==> src/rtl/vps_pkg.sv <==
`default_nettype none
// ----------------------------------------------------------------------------
// vps_pkg: shared types and constants for the Verlet particle step
// Item layouts, configuration register map and the screen-edge reflection math.
// ----------------------------------------------------------------------------
package vps_pkg;

  localparam int unsigned ADV_STAGES  = 6;
  localparam int unsigned REFL_STAGES = 2;
  localparam int unsigned PIPE_DEPTH  = ADV_STAGES + REFL_STAGES;

  localparam int unsigned CFG_IDX_W  = 3;
  localparam int unsigned CFG_DATA_W = 32;

  typedef enum logic [CFG_IDX_W-1:0] {
    CFG_GRAVITY   = 3'd0,
    CFG_DAMPING   = 3'd1,
    CFG_HALF_DT2  = 3'd2,
    CFG_SCREEN_W  = 3'd3,
    CFG_SCREEN_H  = 3'd4
  } cfg_idx_e;

  localparam logic [30:0] GRAVITY_RST  = 31'd25690112;
  localparam logic [15:0] DAMPING_RST  = 16'd655;
  localparam logic [31:0] HALF_DT2_RST = 32'd549756;
  localparam logic [15:0] SCREEN_W_RST = 16'd1024;
  localparam logic [15:0] SCREEN_H_RST = 16'd768;

  // 1.0 and 2.0 in Q16.16
  localparam logic signed [31:0] ONE_Q16 = 32'sh0001_0000;
  localparam logic signed [31:0] TWO_Q16 = 32'sh0002_0000;

  typedef struct packed {
    logic [30:0] gravity_accel;
    logic [15:0] damping_ratio;
    logic [31:0] half_dt_squared;
    logic [15:0] screen_width;
    logic [15:0] screen_height;
  } cfg_t;

  typedef struct packed {
    logic signed [31:0] pos_x;
    logic signed [31:0] pos_y;
    logic signed [31:0] pos_z;
    logic signed [31:0] prev_x;
    logic signed [31:0] prev_y;
    logic signed [31:0] prev_z;
    logic               is_pinned;
    logic signed [31:0] anchor_x;
    logic signed [31:0] anchor_y;
    logic signed [31:0] anchor_z;
  } in_item_t;

  typedef struct packed {
    logic signed [31:0] next_x;
    logic signed [31:0] next_y;
    logic signed [31:0] next_z;
    logic signed [31:0] old_x;
    logic signed [31:0] old_y;
    logic signed [31:0] old_z;
  } out_item_t;

  // Fields that ride along the pipe untouched
  typedef struct packed {
    logic               pinned;
    logic signed [31:0] anchor_x;
    logic signed [31:0] anchor_y;
    logic signed [31:0] anchor_z;
    logic signed [31:0] pos_x;
    logic signed [31:0] pos_y;
    logic signed [31:0] pos_z;
  } side_t;

  // Below 1.0 -> mirror about 1.0
  function automatic logic signed [31:0] refl_low(input logic signed [31:0] x);
    logic signed [31:0] r;
    r = x;
    if (x < ONE_Q16) begin
      r = TWO_Q16 - x;
    end
    return r;
  endfunction

  // Above (size-1) -> mirror about (size-1); limit is exact in 34 bits
  function automatic logic signed [31:0] refl_high(input logic signed [31:0] x,
                                                   input logic [15:0]         size);
    logic signed [33:0] lim;
    logic signed [33:0] xw;
    logic signed [31:0] r;
    lim = $signed({2'b00, size, 16'h0000}) - 34'sd65536;
    xw  = $signed({{2{x[31]}}, x});
    r   = x;
    if (xw > lim) begin
      r = $signed({lim[30:0], 1'b0}) - x;
    end
    return r;
  endfunction

endpackage
`default_nettype wire

==> src/rtl/vps_reflect.sv <==
`default_nettype none
// ----------------------------------------------------------------------------
// vps_reflect: screen-edge reflection, two register stages
// Stage one: y low edge, x high edge. Stage two: y high edge, x low edge.
// ----------------------------------------------------------------------------
module vps_reflect (
  input  wire                              clk_i,
  input  wire  [vps_pkg::REFL_STAGES-1:0]  en_i,
  input  wire  signed [31:0]               nx_i,
  input  wire  signed [31:0]               ny_i,
  input  wire  signed [31:0]               nz_i,
  input  wire  [15:0]                      width_i,
  input  wire  [15:0]                      height_i,
  output logic signed [31:0]               nx_o,
  output logic signed [31:0]               ny_o,
  output logic signed [31:0]               nz_o
);
  import vps_pkg::*;

  logic signed [31:0] x1_q, y1_q, z1_q;
  logic signed [31:0] x2_q, y2_q, z2_q;

  always_ff @(posedge clk_i) begin
    if (en_i[0]) begin
      y1_q <= refl_low(ny_i);
      x1_q <= refl_high(nx_i, width_i);
      z1_q <= nz_i;
    end
    if (en_i[1]) begin
      y2_q <= refl_high(y1_q, height_i);
      x2_q <= refl_low(x1_q);
      z2_q <= z1_q;
    end
  end

  assign nx_o = x2_q;
  assign ny_o = y2_q;
  assign nz_o = z2_q;

endmodule
`default_nettype wire

==> config.mk <==
export PLATFORM = sky130hd
export DESIGN_NAME = vps_reflect
export DESIGN_NICKNAME = d
export VERILOG_FILES = /design/src/rtl/vps_pkg.sv /design/src/rtl/vps_reflect.sv
export SDC_FILE = /design/constraint.sdc
export NUM_CORES = 1
export LEC_CHECK = 0
export ABC_AREA = 1
export BUFFER_PORTS_ARGS = -buffer_cell sky130_fd_sc_hd__buf_2
export CAP_MARGIN = 10
export CORE_MARGIN = 1
export CORE_UTILIZATION = 45
export DETAILED_ROUTE_END_ITERATION = 10
export GPL_TIMING_DRIVEN = 1
export PLACE_DENSITY_LB_ADDON = 0.08
export SYNTH_ARGS = -nofsm -noshare
export SYNTH_HDL_FRONTEND = slang
export SYNTH_SLANG_ARGS = --single-unit
==> constraint.sdc <==
create_clock -name clk_i -period 3.9 [get_ports clk_i]
set_input_delay 0.39 -clock clk_i [delete_from_list [all_inputs] [get_ports clk_i]]
set_output_delay 0.39 -clock clk_i [all_outputs]
set_load 0.01 [all_outputs]
### Word level (Yosys, flattened, before mapping)

Cells that the tools add are included.

| operators by class | value |
|---|---|
| add/subtract/negate cells | 6 |
| $mul | 0 |
| div/mod/pow operators | 0 |
| magnitude comparators | 4 |
| equal/unequal tests | 0 |
| shifts and indexed selects | 0 |
| mux-type cells | 4 |
| bitwise operators | 0 |
| reduce and logical (&&, ||, !) cells | 0 |

Operators by type and width:

| kind | number |
|---|---|
| 32-bit 2-to-1 mux | 4 |
| 32-bit by 33-bit greater-than comparator with 1-bit output | 2 |
| 32-bit by 17-bit subtractor with 33-bit output (second input constant) | 2 |
| 32-bit by 18-bit < comparator with 1-bit output (second input constant) | 2 |
| 19-bit by 32-bit subtractor with 32-bit output (first input constant) | 2 |
| 32-bit subtractor | 2 |

| word-level totals | value |
|---|---|
| flip-flop bits (word level) | 192 |
| bits in latches | 0 |
| bits in writable memories | 0 |
| bits in read-only memories | 0 |
| bits of input ports | 131 |
| output and inout port bits | 96 |
| word-level logic and storage cells | 20 |
| memories kept | 0 |

### Depth between registers and ports, before layout

| logic depth | value |
|---|---|
| depth in word-level cells | 3 |
| depth in mapped cells | 22 |
| mapped depth without buffers | 22 |

### Worst setup path after synthesis

No wires, ideal clock.

| path | value |
|---|---|
| kind | input-to-reg |
| start point | input height_i[0] |
| end point | register y2_q[14], in the netlist ny_o[14], data pin |
| library setup time | 252 ps |
| arrival time | 2706 ps |
| required time | 3648 ps |
| path slack | 941 ps |
| stages on the path | 21 |
| path buffers | 1 |
| cells stage by stage | inv_1 ha_1 inv_1 nor2_1 inv_1 nor3_1 nand4_1 nor2_1 nand3b_1 ha_1 nand2_1 nor2_1 and2_1 nand3_1 nand3_1 nand2_1 nand2_2 inv_2 buf_2 nand2_1 nand2_1 |

| on the way | value |
|---|---|
| cells in the longest elaborated chain, start to end | 3 |

RTL lines:

| what | RTL line | source |
|---|---|---|
| start: declaration | vps_reflect.sv:13 | `input wire [15:0] height_i,` |
| 32-bit by 17-bit subtractor with 33-bit output | vps_pkg.sv:90 | `lim = $signed({2'b00, size, 16'h0000}) - 34'sd65536;` |
| 32-bit by 33-bit greater-than comparator with 1-bit output | vps_pkg.sv:93 | `if (xw > lim) begin` |
| 32-bit 2-to-1 mux | vps_pkg.sv:93 |  |
| end signal: assignment | vps_reflect.sv:30 | `y2_q <= refl_high(y1_q, height_i);` |
| end: declaration | vps_reflect.sv:21 | `logic signed [31:0] x2_q, y2_q, z2_q;` |

Every way passes these cells.
A chain may end at the register's enable or synchronous reset.

### Worst setup path after layout

| path | value |
|---|---|
| start point | input width_i[0] |
| end point | register x1_q[4], data pin |

| on the way | value |
|---|---|
| cells in the longest elaborated chain, start to end | 3 |

RTL lines:

| what | RTL line | source |
|---|---|---|
| start: declaration | vps_reflect.sv:12 | `input wire [15:0] width_i,` |
| 32-bit by 17-bit subtractor with 33-bit output | vps_pkg.sv:90 |  |
| 32-bit by 33-bit greater-than comparator with 1-bit output | vps_pkg.sv:93 |  |
| 32-bit 2-to-1 mux | vps_pkg.sv:93 |  |
| end signal: assignment | vps_reflect.sv:26 | `x1_q <= refl_high(nx_i, width_i);` |
| end: declaration | vps_reflect.sv:20 | `logic signed [31:0] x1_q, y1_q, z1_q;` |

Every way passes these cells.

==> impl_results.md <==
* Main synth FF type: edfxtp_1
* Slowest cell on crit path: nor3_1
* Most frequent CP cell: nand2_1
* Leading area contributor after synthesis: edfxtp_1
* Final critical-path share of the clock period at 85.5%
* CTS Buffer Depth at 2
* First-pass DRT Iterations at 5
* Final Setup Violations at 0
* Worst-path fanout max at 21
* Synth cell types at 38
* DIE WIDTH at 174 µm
* Total grt overflow at 0
* Crit path capture type: flip-flop
* Core area at 28900 µm²
* Clock skew at 0.0146 ns
* Layout area overhead at 16.1%
* Vias in the first global route at 10900
* Fin crit period at 3.33 ns
* Final ANT Viol Nets at 0
* RR Endpoint: ny_o[24]
* Vias per cell at 4.95
* Nets at 2135
* Max-cap violations at 0
* Core Rows at 62
* CP cell instances: buf_2 -> inv_1 -> ha_1 -> inv_1 -> nor3_1 -> nand3_1 -> nor2_1 -> xor2_1 -> ha_1 -> nand2_1 -> nor2_1 -> nand2_1 -> nor2_1 -> nand4_1 -> nand2_1 -> nand2_1 -> nand2_2 -> inv_2 -> nand2_1 -> nand2_1
* Residual DRC at 0
* Cts repair resizes at 0
* Die Ht at 174 µm
* Syn Nets at 1902
* CTS tree: yes
* Leakage Power at 7.27 nW
* Initial antenna violation count at 2
* CTS Buf Count at 17
* Wirelength, routed at 35000 µm
* CTS H-tree lvls at 4
* Most frequent cells after synthesis: nand2_1, inv_1, nor2_1, edfxtp_1, nand3_1
* Clock Pin Slew Worst Setup and Hold Paths at 0.09 ns
* WHS at 0.120 ns
* Root buffer cell: clkbuf_16
* CP Class: primary input to flip-flop
* Final setup TNS at 0 ns
* F_max at 300 MHz
* Max-slew violations at 0
* Run status: finished clean
* All-Layer GR Usage at 23.5%
* Area share of the largest cell type after synthesis at 43.3%
* Post-CTS Setup Repair Bufs at 0
* CP required at 4.09 ns
* Synth area leaders: edfxtp_1, nand2_1, inv_1, ha_1, nor2_1
* Port bufs at 226
* Fillers at 2844
* Yosys warns at 0
* Worst setup SP type: primary input
* Post-synthesis cell count at 1703
* Worst R2R Path Depth at 10
* Share of cells above drive strength 1 at 15.5%
* Min-Delay Path Class: primary input to flip-flop
* Total power at 5.95 mW
* Placer Congestion at 0.911
* Largest net degree at the start of global routing at 46
* Worst reg2reg startpoint: y1_q[31]
* First-pass GRT wire length at 56000 µm
* Final HPWL DP at 28900 µm
* Mean Syn Cell Area at 7.82 µm²
* Peak supply drop at 0.000318 V
* # clock sinks at 192
* Die area at 30300 µm²
* CP startpoint: width_i[0]
* Slew @ Worst Pin at 0.915 ns
* Crit path to: x1_q[4]
* Slew headroom at 38.9%
* Post-synth EDFFs at 192
* Finished Layout Cells at 2335
* Final hold vios at 0
* Asr flop ratio synth at 0%
* Post-Syn Area at 13300 µm²
* Later-pin clock latency in the skew report at 0.44 ns
* Via count at 11600
* Ports at 227
* Sequential area share after synthesis at 43.3%
* WL per Instance at 15.0 µm
* Register bit total from synthesis at 192
* Power density over cell area at 385 nW/µm²
* Dpl cells at 2301
* Reg-to-reg slack, setup at 1.52 ns
* CP peak stage delay at 0.27 ns
* Unrepaired setup endpoints after global routing: no
* Initial core utilization at 46.0%
* Worst path arrival time at 3.52 ns
* 1st-iter DRT viols at 927
* Hold_buf cts at 0
* Top-count cell post-synth: nand2_1
## layout make-up
type	instances	area [µm²]	area share (%)
antenna	2	5.00	0.0324
clock buffer	18	429	2.78
clock inverter	14	176	1.14
inverter	260	976	6.31
multi-input combinational	1233	6430	41.6
sequential	192	5770	37.3
tap	384	480	3.11
timing repair buffer	232	1190	7.72
## power by group
part | switching [mW] | internal [mW] | leakage [nW]
logic | 0.924 | 0.517 | 5.10
registers | 0.141 | 2.57 | 1.88
clock network | 0.915 | 0.881 | 0.291
## state kept, by name, indices dropped and copies added (netlist names)
name / cells
z1_q: 32
nz_o: 32
ny_o: 32
y1_q: 32
nx_o: 32
x1_q: 32
## per-stage QoR
stage	worst slack (ns)	instance area [µm²]	util, %
after floorplan	0.941	13300	-
after global placement	0.138	14800	51.3
after detailed placement	0.116	14800	51.3
after CTS	0.590	15500	53.4
after global routing	0.262	15500	53.4
final	0.566	15500	53.4
## critical path: cells and delay by family
kind,cells,cell delay [ns]
xor+xnor,1,0.27
buf+inv,4,0.55
fa+ha+maj,2,0.43
simple gates,13,1.85
## how the worst min path moves through the flow
stage / slack (ns) / depth (start not counted) / from / to
CTS: 0.10 / 1 / nz_i[8] / z1_q[8]
global route: 0.10 / 1 / nz_i[15] / z1_q[15]
global placement: 0.40 / 0 / z1_q[6] / nz_o[6]
floorplan: 0.40 / 0 / z1_q[0] / nz_o[0]
detailed placement: 0.40 / 0 / z1_q[14] / nz_o[14]
finish: 0.12 / 1 / nz_i[2] / z1_q[2]
## kinds of logic after synthesis
group	count (synthesis)	synth area share (%)
AO/OA/AOI/OAI	105	4.52
XOR/XNOR	119	7.83
adder cells (fa/ha/maj)	68	6.39
buffers and inverters	278	8.43
flip-flops	192	43.3
AND/OR/NAND/NOR	941	29.5
## layout by cell type (no fill, tap or decap), types with 3 or more instances in the layout
master     count
nand3_2        4
nor3_2         3
inv_2          8
nor3_1        26
clkinv_8       3
nor2_1       225
xnor2_1       29
buf_4          7
inv_12         3
nand3_1      101
o21ai_1       23
ha_1          68
nand2_2        3
nand4_1       30
and2_1         3
nor2_2        13
xor2_1        90
buf_2        224
inv_1        252
o211ai_1       5
clkbuf_16     17
o21ai_0       14
nor2_4         3
nand3b_1       8
or2_2          3
inv_8          4
o21bai_1      14
nand2_1      514
a21oi_1       38
edfxtp_1     192
## routing by layer
metal | up-vias | track usage (%) | wire length (µm)
met5 | - | 0 | 10
li1 | 5934 | - | -
met2 | 347 | 36.2 | 14900
met1 | 5240 | 34.6 | 17500
met4 | 2 | 5.37 | 484
met3 | 30 | 3.61 | 2130
Power figures use the tool's default switching activity.
